### config.mk
export PLATFORM = sky130hd
export DESIGN_NAME = cluster_box_statistics_top
export DESIGN_NICKNAME = d
export VERILOG_FILES = /design/src/cbs_pkg.sv /design/src/cbs_regs.sv /design/src/cbs_ctrl.sv /design/src/cbs_datapath.sv /design/src/cluster_box_statistics_top.sv
export SDC_FILE = /design/constraint.sdc
export NUM_CORES = 2
export LEC_CHECK = 0
export ABC_AREA = 1
export BUFFER_PORTS_ARGS = -buffer_cell sky130_fd_sc_hd__buf_2
export CAP_MARGIN = 20
export CELL_PAD_IN_SITES_DETAIL_PLACEMENT = 0
export CELL_PAD_IN_SITES_GLOBAL_PLACEMENT = 2
export CORE_MARGIN = 4
export CORE_UTILIZATION = 29
export CTS_CLUSTER_DIAMETER = 50
export DETAILED_ROUTE_END_ITERATION = 8
export MAX_ROUTING_LAYER = met4
export PLACE_DENSITY_LB_ADDON = 0.1
export SYNTH_ARGS = -nofsm -noshare
export SYNTH_HDL_FRONTEND = slang
export SYNTH_SLANG_ARGS = --single-unit
### constraint.sdc
create_clock -name aclk -period 12.1 [get_ports aclk]
set_input_delay 0.605 -clock aclk [delete_from_list [all_inputs] [get_ports aclk]]
set_output_delay 0.605 -clock aclk [all_outputs]
set_load 0.005 [all_outputs]
### src/cbs_pkg.sv
`default_nettype none
package cbs_pkg;

    localparam int MAX_POINTS_DEF  = 4096;
    localparam int COORD_BITS_DEF  = 16;
    localparam int OUT_BITS        = 16;
    localparam int COUNT_OUT_BITS  = 13;
    localparam int CFG_BITS        = 16;
    localparam int APB_ADDR_BITS   = 5;
    localparam int APB_DATA_BITS   = 32;
    localparam int OUT_TDATA_BITS  = ((9 * OUT_BITS + COUNT_OUT_BITS + 2 + 7) / 8) * 8;

    localparam logic [2:0] REG_LENGTH_LIMIT  = 3'd0;
    localparam logic [2:0] REG_CENTRE_Y_LOW  = 3'd1;
    localparam logic [2:0] REG_CENTRE_Y_HIGH = 3'd2;
    localparam logic [2:0] REG_CENTRE_Z_LOW  = 3'd3;
    localparam logic [2:0] REG_HEIGHT_LOW    = 3'd4;

    localparam logic [CFG_BITS-1:0]        LENGTH_LIMIT_RST  = 16'd1280;
    localparam logic signed [CFG_BITS-1:0] CENTRE_Y_LOW_RST  = -16'sd1280;
    localparam logic signed [CFG_BITS-1:0] CENTRE_Y_HIGH_RST = 16'sd2048;
    localparam logic signed [CFG_BITS-1:0] CENTRE_Z_LOW_RST  = 16'sd51;
    localparam logic [CFG_BITS-1:0]        HEIGHT_LOW_RST    = 16'd51;

    typedef struct packed {
        logic [CFG_BITS-1:0]        length_limit;
        logic signed [CFG_BITS-1:0] centre_y_low;
        logic signed [CFG_BITS-1:0] centre_y_high;
        logic signed [CFG_BITS-1:0] centre_z_low;
        logic [CFG_BITS-1:0]        height_low;
    } cfg_t;

    typedef struct packed {
        logic [OUT_BITS-1:0]       centre_x;
        logic [OUT_BITS-1:0]       centre_y;
        logic [OUT_BITS-1:0]       centre_z;
        logic [OUT_BITS-1:0]       size_x;
        logic [OUT_BITS-1:0]       size_y;
        logic [OUT_BITS-1:0]       size_z;
        logic [OUT_BITS-1:0]       mean_x;
        logic [OUT_BITS-1:0]       mean_y;
        logic [OUT_BITS-1:0]       mean_z;
        logic [COUNT_OUT_BITS-1:0] point_count;
        logic                      kept;
        logic                      count_overflow;
    } result_t;

    typedef enum logic [1:0] {
        ST_ACCUM,
        ST_PREP,
        ST_DIV,
        ST_LOAD
    } state_t;

    typedef struct packed {
        logic accept;
        logic snap;
        logic prep;
        logic step;
        logic load;
    } cmd_t;

    typedef struct packed {
        logic out_free;
    } status_t;

endpackage
`default_nettype wire

### src/cbs_regs.sv
`default_nettype none
module cbs_regs (
    input  wire logic                                 aclk,
    input  wire logic                                 aresetn,
    input  wire logic                                 psel,
    input  wire logic                                 penable,
    input  wire logic                                 pwrite,
    input  wire logic [cbs_pkg::APB_ADDR_BITS-1:0]    paddr,
    input  wire logic [cbs_pkg::APB_DATA_BITS-1:0]    pwdata,
    output logic      [cbs_pkg::APB_DATA_BITS-1:0]    prdata,
    output logic                                      pready,
    output cbs_pkg::cfg_t                             cfg
);

    cbs_pkg::cfg_t  cfg_reg;
    logic [2:0]     index;
    logic           wr_en;

    assign index  = paddr[cbs_pkg::APB_ADDR_BITS-1:2];
    assign wr_en  = psel && penable && pwrite;
    assign pready = 1'b1;
    assign cfg    = cfg_reg;

    always_ff @(posedge aclk) begin
        if (!aresetn) begin
            cfg_reg.length_limit  <= cbs_pkg::LENGTH_LIMIT_RST;
            cfg_reg.centre_y_low  <= cbs_pkg::CENTRE_Y_LOW_RST;
            cfg_reg.centre_y_high <= cbs_pkg::CENTRE_Y_HIGH_RST;
            cfg_reg.centre_z_low  <= cbs_pkg::CENTRE_Z_LOW_RST;
            cfg_reg.height_low    <= cbs_pkg::HEIGHT_LOW_RST;
        end else if (wr_en) begin
            case (index)
                cbs_pkg::REG_LENGTH_LIMIT:  cfg_reg.length_limit  <= pwdata[15:0];
                cbs_pkg::REG_CENTRE_Y_LOW:  cfg_reg.centre_y_low  <= pwdata[15:0];
                cbs_pkg::REG_CENTRE_Y_HIGH: cfg_reg.centre_y_high <= pwdata[15:0];
                cbs_pkg::REG_CENTRE_Z_LOW:  cfg_reg.centre_z_low  <= pwdata[15:0];
                cbs_pkg::REG_HEIGHT_LOW:    cfg_reg.height_low    <= pwdata[15:0];
                default: ;
            endcase
        end
    end

    always_comb begin
        case (index)
            cbs_pkg::REG_LENGTH_LIMIT:
                prdata = cbs_pkg::APB_DATA_BITS'(cfg_reg.length_limit);
            cbs_pkg::REG_CENTRE_Y_LOW:
                prdata = cbs_pkg::APB_DATA_BITS'($signed(cfg_reg.centre_y_low));
            cbs_pkg::REG_CENTRE_Y_HIGH:
                prdata = cbs_pkg::APB_DATA_BITS'($signed(cfg_reg.centre_y_high));
            cbs_pkg::REG_CENTRE_Z_LOW:
                prdata = cbs_pkg::APB_DATA_BITS'($signed(cfg_reg.centre_z_low));
            cbs_pkg::REG_HEIGHT_LOW:
                prdata = cbs_pkg::APB_DATA_BITS'(cfg_reg.height_low);
            default:
                prdata = '0;
        endcase
    end

endmodule
`default_nettype wire

### src/cbs_ctrl.sv
`default_nettype none
module cbs_ctrl #(
    parameter int DIV_STEPS = cbs_pkg::COORD_BITS_DEF + $clog2(cbs_pkg::MAX_POINTS_DEF + 1)
) (
    input  wire logic       aclk,
    input  wire logic       aresetn,
    input  wire logic       s_tvalid,
    input  wire logic       s_tlast,
    output logic            s_tready,
    input  cbs_pkg::status_t status,
    output cbs_pkg::cmd_t   cmd
);

    localparam int SCW = (DIV_STEPS > 1) ? $clog2(DIV_STEPS) : 1;

    cbs_pkg::state_t state_reg, state_next;
    logic [SCW-1:0]  step_reg, step_next;

    always_ff @(posedge aclk) begin
        if (!aresetn) begin
            state_reg <= cbs_pkg::ST_ACCUM;
            step_reg  <= '0;
        end else begin
            state_reg <= state_next;
            step_reg  <= step_next;
        end
    end

    always_comb begin
        state_next = state_reg;
        step_next  = step_reg;
        s_tready   = 1'b0;
        cmd        = '0;
        case (state_reg)
            cbs_pkg::ST_ACCUM: begin
                s_tready   = 1'b1;
                cmd.accept = s_tvalid;
                cmd.snap   = s_tvalid && s_tlast;
                if (s_tvalid && s_tlast) begin
                    state_next = cbs_pkg::ST_PREP;
                end
            end
            cbs_pkg::ST_PREP: begin
                cmd.prep   = 1'b1;
                step_next  = SCW'(DIV_STEPS - 1);
                state_next = cbs_pkg::ST_DIV;
            end
            cbs_pkg::ST_DIV: begin
                cmd.step = 1'b1;
                if (step_reg == '0) begin
                    state_next = cbs_pkg::ST_LOAD;
                end else begin
                    step_next = step_reg - SCW'(1);
                end
            end
            cbs_pkg::ST_LOAD: begin
                if (status.out_free) begin
                    cmd.load   = 1'b1;
                    state_next = cbs_pkg::ST_ACCUM;
                end
            end
            default: begin
                state_next = cbs_pkg::ST_ACCUM;
            end
        endcase
    end

endmodule
`default_nettype wire

### src/cbs_datapath.sv
`default_nettype none
module cbs_datapath #(
    parameter int MAX_POINTS = cbs_pkg::MAX_POINTS_DEF,
    parameter int COORD_BITS = cbs_pkg::COORD_BITS_DEF
) (
    input  wire logic                          aclk,
    input  wire logic                          aresetn,
    input  cbs_pkg::cmd_t                      cmd,
    output cbs_pkg::status_t                   status,
    input  cbs_pkg::cfg_t                      cfg,
    input  wire logic signed [COORD_BITS-1:0]  point [3],
    output logic                               out_valid,
    input  wire logic                          out_ready,
    output cbs_pkg::result_t                   result
);

    localparam int CB = COORD_BITS;
    localparam int CW = $clog2(MAX_POINTS + 1);
    localparam int SW = COORD_BITS + CW;
    localparam int KW = (COORD_BITS + 2 > cbs_pkg::CFG_BITS + 2) ?
                        COORD_BITS + 2 : cbs_pkg::CFG_BITS + 2;
    localparam logic signed [CB-1:0] COORD_MAXV = {1'b0, {(CB-1){1'b1}}};
    localparam logic signed [CB-1:0] COORD_MINV = {1'b1, {(CB-1){1'b0}}};

    // accumulators
    logic signed [CB-1:0] lo_reg [3];
    logic signed [CB-1:0] hi_reg [3];
    logic signed [SW-1:0] sum_reg [3];
    logic signed [CB-1:0] lo_next [3];
    logic signed [CB-1:0] hi_next [3];
    logic signed [SW-1:0] sum_next [3];
    logic [CW-1:0]        cnt_reg, cnt_next;
    logic                 ovf_reg, ovf_next;
    logic                 acc_en;

    // snapshot of a finished cluster
    logic signed [CB-1:0] lo_snap_reg [3];
    logic signed [CB-1:0] hi_snap_reg [3];
    logic signed [SW-1:0] sum_snap_reg [3];
    logic [CW-1:0]        cnt_snap_reg;
    logic                 ovf_snap_reg;
    logic                 empty;

    // box stage
    logic [CB:0]          size_reg [3];
    logic signed [CB-1:0] centre_reg [3];
    logic [CB:0]          size_w [3];
    logic [CB:0]          centre_w [3];
    logic                 keep_reg;
    logic signed [KW-1:0] k_sx, k_sz, k_cy, k_cz;
    logic signed [KW-1:0] k_len, k_ylo, k_yhi, k_zlo, k_hlo;

    // restoring divider, one quotient bit per step
    logic [SW-1:0]        q_reg [3];
    logic [CW:0]          rem_reg [3];
    logic                 neg_reg [3];
    logic [SW-1:0]        q_next [3];
    logic [CW:0]          rem_next [3];
    logic [CW:0]          rem_sh [3];
    logic [SW-1:0]        mag_w [3];
    logic signed [SW-1:0] mean_w [3];

    logic                 out_valid_reg;
    cbs_pkg::result_t     result_reg;

    assign acc_en = cmd.accept && (cnt_reg < CW'(MAX_POINTS));
    assign empty  = (cnt_snap_reg == '0);

    always_comb begin
        for (int i = 0; i < 3; i++) begin
            lo_next[i]  = lo_reg[i];
            hi_next[i]  = hi_reg[i];
            sum_next[i] = sum_reg[i];
            if (acc_en) begin
                if (point[i] < lo_reg[i]) begin
                    lo_next[i] = point[i];
                end
                if (point[i] > hi_reg[i]) begin
                    hi_next[i] = point[i];
                end
                sum_next[i] = sum_reg[i] + SW'(point[i]);
            end
        end
        cnt_next = acc_en ? cnt_reg + CW'(1) : cnt_reg;
        ovf_next = ovf_reg || (cmd.accept && !acc_en);
    end

    always_ff @(posedge aclk) begin
        if (!aresetn || (cmd.accept && cmd.snap)) begin
            for (int i = 0; i < 3; i++) begin
                lo_reg[i]  <= COORD_MAXV;
                hi_reg[i]  <= COORD_MINV;
                sum_reg[i] <= '0;
            end
            cnt_reg <= '0;
            ovf_reg <= 1'b0;
        end else if (cmd.accept) begin
            for (int i = 0; i < 3; i++) begin
                lo_reg[i]  <= lo_next[i];
                hi_reg[i]  <= hi_next[i];
                sum_reg[i] <= sum_next[i];
            end
            cnt_reg <= cnt_next;
            ovf_reg <= ovf_next;
        end
    end

    always_ff @(posedge aclk) begin
        if (cmd.snap) begin
            for (int i = 0; i < 3; i++) begin
                lo_snap_reg[i]  <= lo_next[i];
                hi_snap_reg[i]  <= hi_next[i];
                sum_snap_reg[i] <= sum_next[i];
            end
            cnt_snap_reg <= cnt_next;
            ovf_snap_reg <= ovf_next;
        end
    end

    // size, centre and keep are registered in turn (size_reg, centre_reg, keep_reg), well inside the divide
    always_comb begin
        for (int i = 0; i < 3; i++) begin
            size_w[i]   = (CB+1)'(hi_snap_reg[i]) - (CB+1)'(lo_snap_reg[i]);
            centre_w[i] = (CB+1)'(lo_snap_reg[i]) + (size_reg[i] >> 1);
        end
        k_sx  = KW'({1'b0, size_reg[0]});
        k_sz  = KW'({1'b0, size_reg[2]});
        k_cy  = KW'(centre_reg[1]);
        k_cz  = KW'(centre_reg[2]);
        k_len = KW'({1'b0, cfg.length_limit});
        k_hlo = KW'({1'b0, cfg.height_low});
        k_ylo = KW'($signed(cfg.centre_y_low));
        k_yhi = KW'($signed(cfg.centre_y_high));
        k_zlo = KW'($signed(cfg.centre_z_low));
    end

    always_ff @(posedge aclk) begin
        for (int i = 0; i < 3; i++) begin
            size_reg[i]   <= empty ? '0 : size_w[i];
            centre_reg[i] <= empty ? '0 : CB'(centre_w[i]);
        end
        keep_reg <= (k_sx < k_len) && (k_cy > k_ylo) && (k_cy < k_yhi)
                    && (k_cz > k_zlo) && (k_sz > k_hlo);
    end

    always_comb begin
        for (int i = 0; i < 3; i++) begin
            mag_w[i]    = sum_snap_reg[i][SW-1] ? SW'(-sum_snap_reg[i]) : SW'(sum_snap_reg[i]);
            rem_sh[i]   = {rem_reg[i][CW-1:0], q_reg[i][SW-1]};
            if (rem_sh[i] >= {1'b0, cnt_snap_reg}) begin
                rem_next[i] = rem_sh[i] - {1'b0, cnt_snap_reg};
                q_next[i]   = {q_reg[i][SW-2:0], 1'b1};
            end else begin
                rem_next[i] = rem_sh[i];
                q_next[i]   = {q_reg[i][SW-2:0], 1'b0};
            end
            if (empty) begin
                mean_w[i] = '0;
            end else if (neg_reg[i]) begin
                mean_w[i] = -$signed(q_reg[i]);
            end else begin
                mean_w[i] = $signed(q_reg[i]);
            end
        end
    end

    always_ff @(posedge aclk) begin
        for (int i = 0; i < 3; i++) begin
            if (cmd.prep) begin
                q_reg[i]   <= mag_w[i];
                rem_reg[i] <= '0;
                neg_reg[i] <= sum_snap_reg[i][SW-1];
            end else if (cmd.step) begin
                q_reg[i]   <= q_next[i];
                rem_reg[i] <= rem_next[i];
            end
        end
    end

    // output register
    always_ff @(posedge aclk) begin
        if (!aresetn) begin
            out_valid_reg <= 1'b0;
        end else if (cmd.load) begin
            out_valid_reg <= 1'b1;
        end else if (out_ready) begin
            out_valid_reg <= 1'b0;
        end
    end

    always_ff @(posedge aclk) begin
        if (cmd.load) begin
            result_reg.centre_x       <= cbs_pkg::OUT_BITS'(centre_reg[0]);
            result_reg.centre_y       <= cbs_pkg::OUT_BITS'(centre_reg[1]);
            result_reg.centre_z       <= cbs_pkg::OUT_BITS'(centre_reg[2]);
            result_reg.size_x         <= cbs_pkg::OUT_BITS'(size_reg[0]);
            result_reg.size_y         <= cbs_pkg::OUT_BITS'(size_reg[1]);
            result_reg.size_z         <= cbs_pkg::OUT_BITS'(size_reg[2]);
            result_reg.mean_x         <= cbs_pkg::OUT_BITS'(mean_w[0]);
            result_reg.mean_y         <= cbs_pkg::OUT_BITS'(mean_w[1]);
            result_reg.mean_z         <= cbs_pkg::OUT_BITS'(mean_w[2]);
            result_reg.point_count    <= cbs_pkg::COUNT_OUT_BITS'(cnt_snap_reg);
            result_reg.kept           <= keep_reg;
            result_reg.count_overflow <= ovf_snap_reg;
        end
    end

    assign out_valid       = out_valid_reg;
    assign result          = result_reg;
    assign status.out_free = !out_valid_reg || out_ready;

endmodule
`default_nettype wire

### src/cluster_box_statistics_top.sv
`default_nettype none
// Bounding box and centroid of one cluster of points. Points arrive one per
// transaction on the slave stream, x, y and z signed with 8 fraction bits, and
// tlast marks the last point of a cluster. Points are taken at one per cycle;
// once the last point is in, the block holds off input while a shared-step
// restoring divider forms the three means one quotient bit per cycle, then
// places the result in the output register and takes points again, even while
// that result waits for m_axis_tready; a further result waits only if the
// previous one has not been taken. Points beyond MAX_POINTS in one cluster are
// dropped and reported through count_overflow. Thresholds for the kept flag
// are set over the APB port at byte addresses 0, 4, 8, 12 and 16.
module cluster_box_statistics_top #(
    parameter int MAX_POINTS = cbs_pkg::MAX_POINTS_DEF,
    parameter int COORD_BITS = cbs_pkg::COORD_BITS_DEF
) (
    input  wire logic                                      aclk,
    input  wire logic                                      aresetn,
    input  wire logic                                      s_axis_tvalid,
    output logic                                           s_axis_tready,
    // point_x, point_y, point_z
    input  wire logic [((3*COORD_BITS+7)/8)*8-1:0]         s_axis_tdata,
    input  wire logic                                      s_axis_tlast,
    output logic                                           m_axis_tvalid,
    input  wire logic                                      m_axis_tready,
    // centre_x, centre_y, centre_z, size_x, size_y, size_z, mean_x, mean_y,
    // mean_z, point_count, kept, count_overflow
    output logic [cbs_pkg::OUT_TDATA_BITS-1:0]             m_axis_tdata,
    input  wire logic                                      psel,
    input  wire logic                                      penable,
    input  wire logic                                      pwrite,
    input  wire logic [cbs_pkg::APB_ADDR_BITS-1:0]         paddr,
    input  wire logic [cbs_pkg::APB_DATA_BITS-1:0]         pwdata,
    output logic      [cbs_pkg::APB_DATA_BITS-1:0]         prdata,
    output logic                                           pready
);

    localparam int DIV_STEPS = COORD_BITS + $clog2(MAX_POINTS + 1);
    localparam int OB        = cbs_pkg::OUT_BITS;
    localparam int RES_BITS  = 9 * OB + cbs_pkg::COUNT_OUT_BITS + 2;

    cbs_pkg::cfg_t              cfg;
    cbs_pkg::cmd_t              cmd;
    cbs_pkg::status_t           status;
    cbs_pkg::result_t           result;
    logic signed [COORD_BITS-1:0] point [3];
    logic [RES_BITS-1:0]        res_flat;

    assign point[0] = s_axis_tdata[COORD_BITS-1:0];
    assign point[1] = s_axis_tdata[2*COORD_BITS-1:COORD_BITS];
    assign point[2] = s_axis_tdata[3*COORD_BITS-1:2*COORD_BITS];

    assign res_flat = {result.count_overflow, result.kept, result.point_count,
                       result.mean_z, result.mean_y, result.mean_x,
                       result.size_z, result.size_y, result.size_x,
                       result.centre_z, result.centre_y, result.centre_x};
    assign m_axis_tdata = cbs_pkg::OUT_TDATA_BITS'(res_flat);

    cbs_regs u_regs (
        .aclk    (aclk),
        .aresetn (aresetn),
        .psel    (psel),
        .penable (penable),
        .pwrite  (pwrite),
        .paddr   (paddr),
        .pwdata  (pwdata),
        .prdata  (prdata),
        .pready  (pready),
        .cfg     (cfg)
    );

    cbs_ctrl #(
        .DIV_STEPS (DIV_STEPS)
    ) u_ctrl (
        .aclk     (aclk),
        .aresetn  (aresetn),
        .s_tvalid (s_axis_tvalid),
        .s_tlast  (s_axis_tlast),
        .s_tready (s_axis_tready),
        .status   (status),
        .cmd      (cmd)
    );

    cbs_datapath #(
        .MAX_POINTS (MAX_POINTS),
        .COORD_BITS (COORD_BITS)
    ) u_datapath (
        .aclk      (aclk),
        .aresetn   (aresetn),
        .cmd       (cmd),
        .status    (status),
        .cfg       (cfg),
        .point     (point),
        .out_valid (m_axis_tvalid),
        .out_ready (m_axis_tready),
        .result    (result)
    );

endmodule
`default_nettype wire
==> out/metrics.csv <==
stage;metric;value;unit
floorplan;area of the core;179000;um^2
floorplan;Die Y-Extent;434;um
timing;time the final worst path needs with I/O delays and setup;4.33;ns
timing;Fin Clk Skew;0.0485;ns
worst_setup_path;Worst EP arrival;4.82;ns
logic_synthesis;count of state elements after synthesis;870;
worst_setup_path;critical path required time;12.59;ns
min_path;Hold Path Depth;3;
placement;gp weighted congestion;0.831;
layout;synthesis-to-layout area growth;17.2;%
floorplan;starting utilization of the core area;0.293;
drt;aggregate routed wire length;179000;um
logic_synthesis;share of Yosys cell area claimed by the top area cell type;0.382;
cts;clock-pin slew reported for the worst setup and hold paths after clock tree synthesis;0.05;ns
logic_synthesis;most area-consuming cells after synthesis;sky130_fd_sc_hd__edfxtp_1 (38%), sky130_fd_sc_hd__nand2_1 (10%), sky130_fd_sc_hd__ha_1 (9.5%), sky130_fd_sc_hd__dfxtp_1 (7.7%), sky130_fd_sc_hd__inv_1 (6.4%);
min_path;Hold EP;u_regs.cfg[57];
grt;via count of the first global-routing pass;42200;
drt;average routed wire per standard cell;19.6;um
worst_setup_path;launch point of the worst reg-to-reg path;u_ctrl.state_reg[0];
logic_synthesis;top-count cell post-synth;sky130_fd_sc_hd__nand2_1;
cts;clock buffer depth;3;
timing;period utilisation layout;0.358;
min_path;Min-Delay Startpoint;pwdata[9];
worst_setup_path;peak fanout along the critical path;60;
worst_setup_path;CP dominant cell by count;sky130_fd_sc_hd__buf_4;
timing;total negative slack;0;ns
timing;Worst Hold Slack;0.143;ns
worst_setup_path;slowest cell on the critical path;sky130_fd_sc_hd__o21ai_2;
pwr;static leakage;0.0278;uW
status;run status;complete, no violations;
worst_setup_path;Critical Path Stages;10;
timing;achievable frequency;231;MHz
worst_setup_path;kind of cell with the highest combined delay on the critical path;buffers and inverters;
logic_synthesis;share of the yosys chip area belonging to registers;0.459;
cts;later-pin clock latency in the skew report;0.79;ns
worst_setup_path;R2R Path End;u_datapath.hi_reg[0][17];
pwr;Power per Cell Area;236;nW/um^2
cts;level count of the clock H-tree;4;
grt;first-pass GRT wire length;269000;um
pwr;maximum vdd ir drop;0.142;mV
logic_synthesis;Yosys top cell by area;sky130_fd_sc_hd__edfxtp_1;
drt;antenna-violating nets left;0;
logic_synthesis;number of enable-type register cells in the synthesized netlist;668;
floorplan;Total Die Area;188000;um^2
placement;number of port buffers;267;
cts;post-CTS repair timing setup buffer count;0;
layout;number of nets in the layout;7160;
timing;max_slew headroom;0.309;
timing;number of endpoints with negative hold slack in the final report;0;
drt;number of DRC violations after detailed routing;0;
worst_setup_path;cell count of the worst reg-to-reg path;10;
cts;clock tree from TritonCTS;done;
placement;Cell Area, Placed;56400;um^2
worst_setup_path;worst path cell trace;inv_1 > ha_4 > nand2_2 > o21ai_2 > nor2_4 > buf_4 > inv_4 > buf_4 > buf_4 > nor2_1;
layout;max reg flops;159;
logic_synthesis;Yosys Warn Count;0;
cts;Sink Count;870;
timing;Final setup viols;0;
worst_setup_path;CP max stage delay;0.71;ns
logic_synthesis;top post-synthesis cells by count;sky130_fd_sc_hd__nand2_1 (1436), sky130_fd_sc_hd__inv_1 (900), sky130_fd_sc_hd__edfxtp_1 (668);
worst_setup_path;endpoint type of the worst setup path;register;
worst_setup_path;number of buffer and inverter stages on the critical path;5;
drt;post-DR vias/cell;4.72;
drt;Via Count;43100;
grt;total congestion overflow;0;
logic_synthesis;per-instance average area after synthesis;8.25;um^2
logic_synthesis;netlist area before placement;52600;um^2
drt;violation count after the first detailed-route iteration;2620;
drt;length of the first detailed-routing pass in iterations;7;
cts;number of buffers inserted for hold repair after clock tree synthesis;0;
placement;detailed-placement wirelength estimate;136000;um
floorplan;Site Rows;155;
grt;maximum number of pins on one net before global-route repair;126;
layout;final cell area excluding filler cells;61600;um^2
worst_setup_path;Critical Setup Path Class;register to register;
logic_synthesis;cell count after synthesis;6370;
timing;setup repair after global routing missed its margin;no;
layout;final non-filler cell total;9144;
grt;number of antenna violations at the first check in global routing;26;
logic_synthesis;flip-flop cell with the highest count after synthesis;sky130_fd_sc_hd__edfxtp_1;
cts;cts repair resizes;0;
logic_synthesis;Async S/R FF share, synth;0;
grt;Global Route Usage Sum;0.194;
min_path;worst hold-check path type;input port to register;
layout;share of cells above drive strength 1;0.0991;
timing;number of pins exceeding their max-slew limit in the final report;0;
floorplan;Top-Level Pins;288;
worst_setup_path;setup slack, reg-to-reg;7.77;ns
logic_synthesis;synthesized netlist net count;6875;
placement;number of placed instances with taps included;8859;
cts;CTS Buf Count;148;
worst_setup_path;Setup crit start kind;register;
logic_synthesis;Netlist cell types;60;
layout;end-of-flow core utilization;0.343;
floorplan;floorplan die width;434;um
timing;measured slew at the worst slew-check pin;1.04;ns
cts;clock root buffer;sky130_fd_sc_hd__clkbuf_16;
run;Max-Cap Viols;0;
cell families (layout without fill, tap and decap cells):
| group | Yosys count | in the layout | share of synthesized area |
|---|---|---|---|
| AOI/OAI and AO/OA | 1180 | 1180 | 0.122 |
| xor gates and xnor gates | 117 | 117 | 0.0196 |
| adders and majority gates | 412 | 412 | 0.0998 |
| buffers and inverters | 1090 | 1500 | 0.0814 |
| DFF | 870 | 870 | 0.459 |
| other | 2 | 11 | 0.000143 |
| and+or+nand+nor | 2699 | 2699 | 0.218 |
power by group:
group	leakage, uW	internal (uW)	switching [uW]
sequential	0.00796	4370	561
combinational	0.0173	1660	3570
clock	0.00250	2730	1650
final cells by class:
cell class	instances	area (um^2)
fill	18800	118000
multi-input combinational	4410	24300
sequential	870	24100
clock buffer	178	4010
inverter	925	3480
tap	2355	2950
timing repair buffer	300	1620
clock inverter	97	1170
antenna	9	22.5
worst reg2reg max path, stage by stage, from the launching register on:
cell and delay (ns):
sky130_fd_sc_hd__dfxtp_1 0.32, sky130_fd_sc_hd__inv_1 0.18, sky130_fd_sc_hd__ha_4 0.20, sky130_fd_sc_hd__nand2_2 0.21
sky130_fd_sc_hd__o21ai_2 0.71, sky130_fd_sc_hd__nor2_4 0.02, sky130_fd_sc_hd__buf_4 0.39, sky130_fd_sc_hd__inv_4 0.55
sky130_fd_sc_hd__buf_4 0.53, sky130_fd_sc_hd__buf_4 0.72, sky130_fd_sc_hd__nor2_1 0.23
routing by layer:
layer | track usage | vias up | share of wire
met3 | 0.0266 | 253 | 0.037
met5 | - | - | 0
met2 | 0.290 | 718 | 0.43
li1 | - | 22100 | -
met4 | 0.0540 | 0 | 0.027
met1 | 0.273 | 20100 | 0.50
placed cells by master, fill, tap and decap left out, drive strengths merged, types with 178 or more instances in the layout:
cell type  synthesis  final
nand2           1447   1447
inv              923    949
edfxtp           668    668
nor2             589    589
a21oi            560    560
o21ai            437    437
ha               400    400
nand3            357    357
buf               81    300
dfxtp            202    202
clkbuf            84    178
stage by stage:
step	power, uW	setup slack (ns)
6_report	14500	7.77
3_5_place_dp	10300	7.42
4_1_cts	14800	7.58
3_3_place_gp	10300	7.43
2_1_floorplan	8560	2.40
5_1_grt	15700	7.43
how the worst max path moves through the flow:
stage	slack, ns	start	end
floorplan	2.40	u_ctrl.state_reg[0]	u_datapath.cnt_snap_reg[0]
global placement	7.43	aresetn	u_datapath.sum_reg[0][32]
CTS	7.58	u_ctrl.state_reg[0]	u_datapath.sum_reg[0][47]
global route	7.43	u_ctrl.state_reg[0]	u_datapath.hi_reg[0][22]
detailed placement	7.42	aresetn	u_datapath.sum_reg[0][46]
finish	7.77	u_ctrl.state_reg[0]	u_datapath.hi_reg[0][17]
Power figures use the tool's default switching activity.
